### src/sha1_pkg.sv
// ----------------------------------------------------------------------------
// SHA-1 engine package
// Shared constants, command/status types and round functions.
// ----------------------------------------------------------------------------
`default_nettype none

package sha1_pkg;

    localparam int BLOCK_BYTES  = 64;
    localparam int BLOCK_BITS   = BLOCK_BYTES * 8;
    localparam int FILL_W       = $clog2(BLOCK_BYTES);
    localparam int ROUNDS       = 80;
    localparam int ROUND_W      = $clog2(ROUNDS);
    localparam int DIGEST_WORDS = 5;
    localparam int WORD_IDX_W   = 3;

    localparam logic [FILL_W-1:0]     FILL_LAST      = FILL_W'(BLOCK_BYTES - 1);
    localparam logic [FILL_W-1:0]     FILL_LEN_START = FILL_W'(BLOCK_BYTES - 8);
    localparam logic [WORD_IDX_W-1:0] LAST_WORD_IDX  = WORD_IDX_W'(DIGEST_WORDS - 1);
    localparam logic [7:0]            PAD_MARKER     = 8'h80;

    localparam logic KIND_DATA   = 1'b0;
    localparam logic KIND_FINISH = 1'b1;

    localparam logic [31:0] K_0_19  = 32'h5a827999;
    localparam logic [31:0] K_20_39 = 32'h6ed9eba1;
    localparam logic [31:0] K_40_59 = 32'h8f1bbcdc;
    localparam logic [31:0] K_60_79 = 32'hca62c1d6;

    localparam logic [31:0] H_INIT [DIGEST_WORDS] = '{
        32'h67452301, 32'hefcdab89, 32'h98badcfe, 32'h10325476, 32'hc3d2e1f0
    };

    typedef enum logic [1:0] {
        SRC_DATA,
        SRC_PAD,
        SRC_ZERO,
        SRC_LEN
    } byte_src_t;

    typedef enum logic [1:0] {
        GRP_0_19,
        GRP_20_39,
        GRP_40_59,
        GRP_60_79
    } round_grp_t;

    typedef struct packed {
        logic                  push_byte;
        byte_src_t             byte_src;
        logic                  count_bits;
        logic                  round_en;
        round_grp_t            round_grp;
        logic                  hash_add;
        logic                  restart;
        logic [WORD_IDX_W-1:0] word_idx;
    } ctrl_cmd_t;

    typedef struct packed {
        logic [FILL_W-1:0] fill;
    } dp_sts_t;

    function automatic logic [31:0] round_f(round_grp_t grp, logic [31:0] b,
                                            logic [31:0] c, logic [31:0] d);
        logic [31:0] res;
        case (grp)
            GRP_0_19:  res = (b & c) | (~b & d);
            GRP_40_59: res = (b & c) | (b & d) | (c & d);
            default:   res = b ^ c ^ d;
        endcase
        return res;
    endfunction

    function automatic logic [31:0] round_k(round_grp_t grp);
        logic [31:0] res;
        case (grp)
            GRP_0_19:  res = K_0_19;
            GRP_20_39: res = K_20_39;
            GRP_40_59: res = K_40_59;
            default:   res = K_60_79;
        endcase
        return res;
    endfunction

endpackage

`default_nettype wire

### src/sha1_datapath.sv
// ----------------------------------------------------------------------------
// SHA-1 datapath
// Block shift register doubling as the message schedule window, byte fill
// count, message bit count, working variables and hash words.
// ----------------------------------------------------------------------------
`default_nettype none

module sha1_datapath (
    input  wire logic               aclk,
    input  wire logic               aresetn,
    input  wire sha1_pkg::ctrl_cmd_t cmd,
    output sha1_pkg::dp_sts_t       sts,
    input  wire logic [7:0]         s_data_byte,
    output logic [31:0]             m_digest_word
);

    localparam int BB = sha1_pkg::BLOCK_BITS;

    logic [BB-1:0]                 blk_reg;
    logic [sha1_pkg::FILL_W-1:0]   fill_reg;
    logic [63:0]                   bits_reg;
    logic [31:0]                   hash_reg [sha1_pkg::DIGEST_WORDS];
    logic [31:0]                   a_reg, b_reg, c_reg, d_reg, e_reg;

    logic [7:0]  byte_in;
    logic [31:0] w0, w2, w8, w13, w_mix, w_new, temp;

    assign w0    = blk_reg[BB-1 -: 32];
    assign w2    = blk_reg[BB-1-2*32 -: 32];
    assign w8    = blk_reg[BB-1-8*32 -: 32];
    assign w13   = blk_reg[BB-1-13*32 -: 32];
    assign w_mix = w13 ^ w8 ^ w2 ^ w0;
    assign w_new = {w_mix[30:0], w_mix[31]};

    assign temp = {a_reg[26:0], a_reg[31:27]}
                + sha1_pkg::round_f(cmd.round_grp, b_reg, c_reg, d_reg)
                + e_reg + sha1_pkg::round_k(cmd.round_grp) + w0;

    always_comb begin
        case (cmd.byte_src)
            sha1_pkg::SRC_DATA: byte_in = s_data_byte;
            sha1_pkg::SRC_PAD:  byte_in = sha1_pkg::PAD_MARKER;
            sha1_pkg::SRC_LEN:  byte_in = bits_reg[{~fill_reg[2:0], 3'b000} +: 8];
            default:            byte_in = 8'h00;
        endcase
    end

    always_ff @(posedge aclk) begin
        if (cmd.push_byte) begin
            blk_reg <= {blk_reg[BB-9:0], byte_in};
        end else if (cmd.round_en) begin
            blk_reg <= {blk_reg[BB-33:0], w_new};
        end
    end

    always_ff @(posedge aclk) begin
        if (!aresetn || cmd.restart) begin
            fill_reg <= '0;
            bits_reg <= '0;
        end else begin
            if (cmd.push_byte) begin
                fill_reg <= fill_reg + 1'b1;
            end
            if (cmd.count_bits) begin
                bits_reg <= bits_reg + 64'd8;
            end
        end
    end

    always_ff @(posedge aclk) begin
        if (!aresetn || cmd.restart) begin
            for (int i = 0; i < sha1_pkg::DIGEST_WORDS; i++) begin
                hash_reg[i] <= sha1_pkg::H_INIT[i];
            end
            a_reg <= sha1_pkg::H_INIT[0];
            b_reg <= sha1_pkg::H_INIT[1];
            c_reg <= sha1_pkg::H_INIT[2];
            d_reg <= sha1_pkg::H_INIT[3];
            e_reg <= sha1_pkg::H_INIT[4];
        end else if (cmd.round_en) begin
            e_reg <= d_reg;
            d_reg <= c_reg;
            c_reg <= {b_reg[1:0], b_reg[31:2]};
            b_reg <= a_reg;
            a_reg <= temp;
        end else if (cmd.hash_add) begin
            hash_reg[0] <= hash_reg[0] + a_reg;
            hash_reg[1] <= hash_reg[1] + b_reg;
            hash_reg[2] <= hash_reg[2] + c_reg;
            hash_reg[3] <= hash_reg[3] + d_reg;
            hash_reg[4] <= hash_reg[4] + e_reg;
            a_reg       <= hash_reg[0] + a_reg;
            b_reg       <= hash_reg[1] + b_reg;
            c_reg       <= hash_reg[2] + c_reg;
            d_reg       <= hash_reg[3] + d_reg;
            e_reg       <= hash_reg[4] + e_reg;
        end
    end

    always_comb begin
        case (cmd.word_idx)
            3'd0:    m_digest_word = hash_reg[0];
            3'd1:    m_digest_word = hash_reg[1];
            3'd2:    m_digest_word = hash_reg[2];
            3'd3:    m_digest_word = hash_reg[3];
            default: m_digest_word = hash_reg[4];
        endcase
    end

    assign sts.fill = fill_reg;

endmodule

`default_nettype wire

### src/sha1_ctrl.sv
// ----------------------------------------------------------------------------
// SHA-1 controller
// Sequences byte loading, padding, the 80 compression rounds, the hash
// update and the output of the digest words.
// ----------------------------------------------------------------------------
`default_nettype none

module sha1_ctrl (
    input  wire logic                  aclk,
    input  wire logic                  aresetn,
    input  wire logic                  s_valid,
    output logic                       s_ready,
    input  wire logic                  s_kind,
    output logic                       m_valid,
    input  wire logic                  m_ready,
    output logic [2:0]                 m_word_index,
    output logic                       m_last_word,
    output sha1_pkg::ctrl_cmd_t        cmd,
    input  wire sha1_pkg::dp_sts_t     sts
);

    typedef enum logic [2:0] {
        ST_IDLE,
        ST_PAD_ZERO,
        ST_PAD_LEN,
        ST_ROUND,
        ST_UPDATE,
        ST_EMIT
    } state_t;

    state_t                          state_reg, state_next;
    state_t                          ret_reg, ret_next;
    logic [sha1_pkg::ROUND_W-1:0]    round_reg, round_next;
    logic [sha1_pkg::WORD_IDX_W-1:0] idx_reg, idx_next;
    logic                            s_accept, block_full;

    assign s_ready    = (state_reg == ST_IDLE);
    assign s_accept   = s_valid && s_ready;
    assign block_full = (sts.fill == sha1_pkg::FILL_LAST);

    always_comb begin
        state_next = state_reg;
        ret_next   = ret_reg;
        round_next = round_reg;
        idx_next   = idx_reg;

        cmd            = '0;
        cmd.byte_src   = sha1_pkg::SRC_DATA;
        cmd.round_grp  = sha1_pkg::GRP_0_19;
        cmd.word_idx   = idx_reg;

        if (round_reg < sha1_pkg::ROUND_W'(20)) begin
            cmd.round_grp = sha1_pkg::GRP_0_19;
        end else if (round_reg < sha1_pkg::ROUND_W'(40)) begin
            cmd.round_grp = sha1_pkg::GRP_20_39;
        end else if (round_reg < sha1_pkg::ROUND_W'(60)) begin
            cmd.round_grp = sha1_pkg::GRP_40_59;
        end else begin
            cmd.round_grp = sha1_pkg::GRP_60_79;
        end

        case (state_reg)
            ST_IDLE: begin
                if (s_accept) begin
                    cmd.push_byte = 1'b1;
                    if (s_kind == sha1_pkg::KIND_FINISH) begin
                        cmd.byte_src = sha1_pkg::SRC_PAD;
                        state_next   = ST_PAD_ZERO;
                    end else begin
                        cmd.byte_src   = sha1_pkg::SRC_DATA;
                        cmd.count_bits = 1'b1;
                    end
                    if (block_full) begin
                        state_next = ST_ROUND;
                        ret_next   = (s_kind == sha1_pkg::KIND_FINISH) ? ST_PAD_ZERO : ST_IDLE;
                    end
                end
            end
            ST_PAD_ZERO: begin
                cmd.push_byte = 1'b1;
                if (sts.fill == sha1_pkg::FILL_LEN_START) begin
                    cmd.byte_src = sha1_pkg::SRC_LEN;
                    state_next   = ST_PAD_LEN;
                end else begin
                    cmd.byte_src = sha1_pkg::SRC_ZERO;
                    if (block_full) begin
                        state_next = ST_ROUND;
                        ret_next   = ST_PAD_ZERO;
                    end
                end
            end
            ST_PAD_LEN: begin
                cmd.push_byte = 1'b1;
                cmd.byte_src  = sha1_pkg::SRC_LEN;
                if (block_full) begin
                    state_next = ST_ROUND;
                    ret_next   = ST_EMIT;
                end
            end
            ST_ROUND: begin
                cmd.round_en = 1'b1;
                if (round_reg == sha1_pkg::ROUND_W'(sha1_pkg::ROUNDS - 1)) begin
                    round_next = '0;
                    state_next = ST_UPDATE;
                end else begin
                    round_next = round_reg + 1'b1;
                end
            end
            ST_UPDATE: begin
                cmd.hash_add = 1'b1;
                state_next   = ret_reg;
            end
            ST_EMIT: begin
                if (m_ready) begin
                    if (idx_reg == sha1_pkg::LAST_WORD_IDX) begin
                        cmd.restart = 1'b1;
                        idx_next    = '0;
                        state_next  = ST_IDLE;
                    end else begin
                        idx_next = idx_reg + 1'b1;
                    end
                end
            end
            default: begin
                state_next = ST_IDLE;
            end
        endcase
    end

    always_ff @(posedge aclk) begin
        if (!aresetn) begin
            state_reg <= ST_IDLE;
            ret_reg   <= ST_IDLE;
            round_reg <= '0;
            idx_reg   <= '0;
        end else begin
            state_reg <= state_next;
            ret_reg   <= ret_next;
            round_reg <= round_next;
            idx_reg   <= idx_next;
        end
    end

    assign m_valid      = (state_reg == ST_EMIT);
    assign m_word_index = idx_reg;
    assign m_last_word  = (idx_reg == sha1_pkg::LAST_WORD_IDX);

    a_round_range: assert property (@(posedge aclk) disable iff (!aresetn)
        round_reg <= sha1_pkg::ROUND_W'(sha1_pkg::ROUNDS - 1))
        else $error("round counter out of range");

    a_idx_range: assert property (@(posedge aclk) disable iff (!aresetn)
        idx_reg <= sha1_pkg::LAST_WORD_IDX)
        else $error("digest word index out of range");

    a_push_xor_round: assert property (@(posedge aclk) disable iff (!aresetn)
        !(cmd.push_byte && (cmd.round_en || cmd.hash_add)))
        else $error("byte push during compression");

    a_round_after_full: assert property (@(posedge aclk) disable iff (!aresetn)
        (cmd.push_byte && block_full) |=> (state_reg == ST_ROUND && round_reg == '0))
        else $error("full block did not start compression");

    a_update_after_round: assert property (@(posedge aclk) disable iff (!aresetn)
        (state_reg == ST_UPDATE) |-> $past(state_reg == ST_ROUND))
        else $error("hash update without preceding rounds");

endmodule

`default_nettype wire

### src/sha1_hash_engine.sv
// ----------------------------------------------------------------------------
// SHA-1 hash engine
// Input channel (s_): one transaction per message byte (s_kind = 0) or a
// finish transaction (s_kind = 1, s_data_byte ignored).
// Output channel (m_): after a finish, five transactions carry the digest,
// word 0 first, with m_last_word set on word 4.
// Data bytes are taken one per cycle while s_ready is high; the byte that
// completes a 64-byte block starts the 80 rounds of the single round unit
// and the hash update. A finish inserts 9 to 72 padding and length bytes at
// one per cycle, except while a completed block runs the rounds and the
// hash update; the first digest word is offered after the update of the last
// block, then one word per cycle while m_ready is high.
// s_ready is low while a block is compressed, during padding and while the
// digest is presented; a low m_ready holds the current word unchanged.
// After the fifth word is taken the engine restarts for a new message.
// Reset (aresetn low, synchronous) loads the initial hash values and
// clears the byte and bit counts.
// ----------------------------------------------------------------------------
`default_nettype none

module sha1_hash_engine (
    input  wire logic        aclk,
    input  wire logic        aresetn,
    input  wire logic        s_valid,
    output logic             s_ready,
    input  wire logic        s_kind,
    input  wire logic [7:0]  s_data_byte,
    output logic             m_valid,
    input  wire logic        m_ready,
    output logic [31:0]      m_digest_word,
    output logic [2:0]       m_word_index,
    output logic             m_last_word
);

    sha1_pkg::ctrl_cmd_t cmd;
    sha1_pkg::dp_sts_t   sts;

    sha1_ctrl u_ctrl (
        .aclk         (aclk),
        .aresetn      (aresetn),
        .s_valid      (s_valid),
        .s_ready      (s_ready),
        .s_kind       (s_kind),
        .m_valid      (m_valid),
        .m_ready      (m_ready),
        .m_word_index (m_word_index),
        .m_last_word  (m_last_word),
        .cmd          (cmd),
        .sts          (sts)
    );

    sha1_datapath u_datapath (
        .aclk          (aclk),
        .aresetn       (aresetn),
        .cmd           (cmd),
        .sts           (sts),
        .s_data_byte   (s_data_byte),
        .m_digest_word (m_digest_word)
    );

endmodule

`default_nettype wire
### config.mk
export PLATFORM = sky130hd
export DESIGN_NAME = sha1_hash_engine
export DESIGN_NICKNAME = d
export VERILOG_FILES = /design/src/sha1_pkg.sv /design/src/sha1_datapath.sv /design/src/sha1_ctrl.sv /design/src/sha1_hash_engine.sv
export SDC_FILE = /design/constraint.sdc
export NUM_CORES = 2
export LEC_CHECK = 0
export ABC_AREA = 1
export BUFFER_PORTS_ARGS = -buffer_cell sky130_fd_sc_hd__buf_4
export CAP_MARGIN = 40
export CELL_PAD_IN_SITES_DETAIL_PLACEMENT = 0
export CELL_PAD_IN_SITES_GLOBAL_PLACEMENT = 2
export CORE_MARGIN = 10
export CORE_UTILIZATION = 39
export DETAILED_ROUTE_END_ITERATION = 10
export PLACE_DENSITY_LB_ADDON = 0.1
export SLEW_MARGIN = 25
export SYNTH_ARGS = -nofsm -noshare
export SYNTH_HDL_FRONTEND = slang
export SYNTH_HIERARCHICAL = 1
export SYNTH_SLANG_ARGS = --single-unit
export TNS_END_PERCENT = 20
### constraint.sdc
create_clock -name aclk -period 19.21 [get_ports aclk]
set_clock_uncertainty 0.05 [all_clocks]
set_input_delay 0.9605 -clock aclk [delete_from_list [all_inputs] [get_ports aclk]]
set_output_delay 0.9605 -clock aclk [all_outputs]
set_load 0.01 [all_outputs]
## After elaboration in Yosys (flattened, before gate mapping)

Memory sizes are Yosys's and may differ from the RTL's.
Index checks and enable logic that the tools add are counted.

- Input port bits: 13
- Logic and storage cells: 146
- Output and inout port bits: 38
- Memories: 1
- Bits in registers: 758
- Memory bits (writable): 160

Memory list:

| name | depth | bits a word | read ports | clocked after Yosys merged registers in | write ports | RTL line | text |
|---|---|---|---|---|---|---|---|
| u_datapath.hash_reg | 5 | 32 | 5 | 0 | 5 | sha1_datapath.sv:22 | `logic [31:0] hash_reg [sha1_pkg::DIGEST_WORDS];` |

- Equal/unequal tests: 25
- Multiplexer cells: 59
- Shift-type cells: 1
- Bitwise logic cells: 19
- Reductions and logical operators: 13
- $lt $le $gt $ge: 3
- Add/sub/neg operators: 13

Operator list:

| kind | count |
|---|---|
| 512-bit 2-to-1 mux | 2 |
| 32-bit 2-to-1 mux | 15 |
| 32-bit adder | 9 |
| 32-bit XOR | 5 |
| 32-bit bitwise AND | 4 |
| 32-bit one-hot mux with 4 select lines | 1 |
| 32-bit bitwise OR | 3 |
| 32-bit one-hot mux with 3 select lines | 1 |
| 64-bit by 4-bit adder with 64-bit output, second input constant | 1 |
| 32-bit one-hot mux with 2 select lines | 1 |
| 64-bit by 7-bit indexed part select with 8-bit output | 1 |
| 3-bit 2-to-1 mux | 14 |
| 32-bit NOT | 1 |
| 8-bit one-hot mux with 3 select lines | 1 |
| 3-bit one-hot mux with 3 select lines | 2 |
| 3-bit one-hot mux with 6 select lines | 1 |
| 1-bit 2-to-1 mux | 17 |
| 7-bit by 6-bit less-than comparator with 1-bit output, second input constant | 2 |
| 3-bit by 2-bit == test with 1-bit output, second input constant | 4 |
| 6-bit == test, second input constant | 2 |
| 2-bit by 1-bit != test with 1-bit output, second input constant | 5 |
| 3-bit == test, second input constant | 3 |
| 7-bit by 1-bit adder with 7-bit output, second input constant | 1 |
| 7-bit == test, second input constant | 1 |
| other kinds (23) | 36 |

## Longest topological paths before layout

- Depth after elaboration: 11
- Mapped depth: 31
- Gate-level depth less buffers: 29

## Modules after synthesis

The synthesis kept the hierarchy.

Modules (own cells, without submodules):

| module | instances | area an instance (µm²) | seq. area each (µm²) | cells each |
|---|---|---|---|---|
| sha1_datapath | 1 | 55,275.5 | 24,723.7 | 6,925 |
| sha1_ctrl | 1 | 959.7 | 300.3 | 145 |

## Least setup slack after synthesis

Ideal clock, no wire load.

- Kind: input port to flip-flop
- From: input s_valid
- To: register u_datapath.blk_reg[0] (enable)
- Data arrival time: 10,341 ps
- Stages: 8
- Setup time: 3,637 ps
- Slack: 5,182 ps
- Path buffers: 4
- Cells stage by stage: nor2_4 -> nor2_1 -> buf_2 -> inv_1 -> buf_2 -> clkbuf_1 -> clkbuf_1 -> nand2_1

RTL lines:

| what | RTL line | text |
|---|---|---|
| start, declared | sha1_hash_engine.sv:24 | `input wire logic s_valid,` |
| end signal, assigned | sha1_datapath.sv:50 | `blk_reg <= {blk_reg[BB-9:0], byte_in};` |
| end signal, assigned | sha1_datapath.sv:52 | `blk_reg <= {blk_reg[BB-33:0], w_new};` |
| end, declared | sha1_datapath.sv:19 | `logic [BB-1:0] blk_reg;` |

==> qor.csv <==
metric,value,unit
outcome,finished clean,
cp-startpoint,u_ctrl/round_reg[2],
worstMarginPinSlew,1.06,ns
hold_violations,0,
antenna_left,0,
critical_path_class,flip-flop to flip-flop,
synthArstFlopShare,0,
fin_crit_sh,0.319,
stdcell_count,9059,
vias,49200,
post_cts_buffers,0,
drt_iter0_drc,5365,
timing.rr.start,u_ctrl/round_reg[2],
cts_buffer_depth,3,
synth_edf_count,672,
postCtsResizedCells,0,
min_path_type,flip-flop to flip-flop,
viasPerCell,5.43,
drv_cap,0,
postSynthAreaPerCell,7.95,um2
grt_max_degree,193,
gp_congestion,0.991,
antenna_found_initial,8,
p_total,12.3,mW
cts.sink_count,914,
nets,7397,
path_clk_slew,0.06,ns
hp-start,u_datapath/sts[5],
h-tree-depth,3,
fmax,0.163,GHz
drc,0,
die_area,160000,um2
drive_gt1_frac,0.0520,
max_stage_delay,0.70,ns
hold_ws,0.446,ns
setup_tns,0,ns
grt_pass1_wl,320000,um
largest_reg_flops,512,
grt_overflow,0,
power_density,196,nW/um2
path_max_fanout,30,
core_area,143000,um2
syn_inst,7070,
root_buffer,clkbuf_16,
setup_viol,0,
synth_top_cells_by_area,"edfxtp_1 (36%), nand2_1 (17%), dfxtp_1 (8.6%)",
grtUsageTotal,0.270,
peakVddDrop,0.000198,V
ys_types,53,
rsz0062_at_grt,false,
path_buf_inv,8,
synth-main-ff-cell,edfxtp_1,
io_buffer_count,50,
yosysWarnings,6,
grt_pass1_vias,46900,
crit_top_cell,nand2_1,
worstPathArrival,6.70,ns
dp_hpwl,169000,um
synth.largest_area_cell,edfxtp_1,
startpoint_type,flip-flop,
cp_top_family,adder cells,
io_pins,51,
synth-seq-cells,914,
final_common_cell,nand2_1,
cts-hold-fix-buffers,0,
start_util,0.392,
worst_ep_required_time,19.79,ns
p_leak,26.6,nW
final_util,0.437,
rows,139,
dieWidth,400,um
min_period,6.12,ns
synth-seq-area-share,0.445,
cp-end-kind,flip-flop,
die_h,400,um
slew_headroom,0.291,
wl,220000,um
numCtsBuffers,109,
diodes,0,
slowest_stage,nor2_1,
synthesis.nets,7408,
final_cell_mix,"nand2_1 (2530), inv_1 (795), edfxtp_1 (672)",
wl_per_cell,24.3,um
syn_area,56200,um2
drt-pass1-iter-count,6,
dp.cells,8849,
maxSlewViolCount,0,
netlist.area_leader.share,0.359,
area_delta_synth_final,11.6,%
cts_tree,built,
insertion_delay,0.75,ns
## layout make-up
cell class,instances,area (um2)
inverter,807,3040
multi-input combinational,5107,27300
clock inverter,72,900
clock buffer,136,2890
tap,1903,2380
fill,14800,80700
sequential,914,25000
timing repair buffer,120,1200
## cells in the mapped netlist (7+ instances only)
cell type  count
fa_1         125
nor2_1       458
o211ai_1      12
o221ai_1      47
o21ai_0      301
o22ai_1       32
nor4_1        12
nand3b_1      30
nor2_4        11
or2_2         16
inv_2          7
buf_2         18
edfxtp_1     672
a21oi_1      396
o21a_1        15
buf_1         23
xor2_1        39
xnor2_1      143
o21ai_1        7
nand2_1     2532
nand3_1      295
ha_1         200
a31oi_1       12
dfxtp_1      242
inv_1        799
nor2_2        12
o21bai_1      32
o2111ai_1     10
clkbuf_1     197
nor3_2         8
a22oi_1       85
a21o_1        13
a221oi_1      52
nand4_1       99
nor3_1        68
## tightest hold or removal path, stage by stage (launching register included)
cell     delay [ns]
dfxtp_1        0.32
nand2_1        0.06
a21oi_1        0.06
## report_power, final
part,leakage (nW),switching (mW),internal (mW)
clock network,1.82,0.900,1.30
logic,16.2,4.23,2.02
registers,8.55,0.662,3.18
## per-layer routing
layer	GRT usage	wire length (um)	vias up
met5	0	16	-
met4	0.0808	7270	2
met3	0.0459	16400	281
met2	0.412	96000	1723
met1	0.388	101000	23800
li1	-	-	23300
## cells by family (layout without fill, tap and decap cells)
group | after synthesis | count (layout) | synth area share
simple gates | 3576 | 3576 | 0.260
buf+inv | 1049 | 1135 | 0.0707
compound gates | 1024 | 1024 | 0.107
flops | 914 | 914 | 0.445
fa+ha+maj | 325 | 325 | 0.0890
xor+xnor | 182 | 182 | 0.0283
## stage by stage
step / area [um2] / setup slack (ns)
floorplan: 56200 / 5.18
global placement: 58600 / 13.17
detailed placement: 58900 / 13.14
CTS: 62700 / 13.11
global route: 62700 / 12.73
finish: 62700 / 13.09
## worst paths after layout
check                    endpoint  slack, ns  depth (start not counted)
max          u_datapath/a_reg[23]      13.09                         29
min             u_datapath/sts[5]       0.45                          2
max reg2reg  u_datapath/a_reg[23]      13.09                         29
min reg2reg     u_datapath/sts[5]       0.45                          2
No activity file was read; power rests on OpenSTA's default activity.
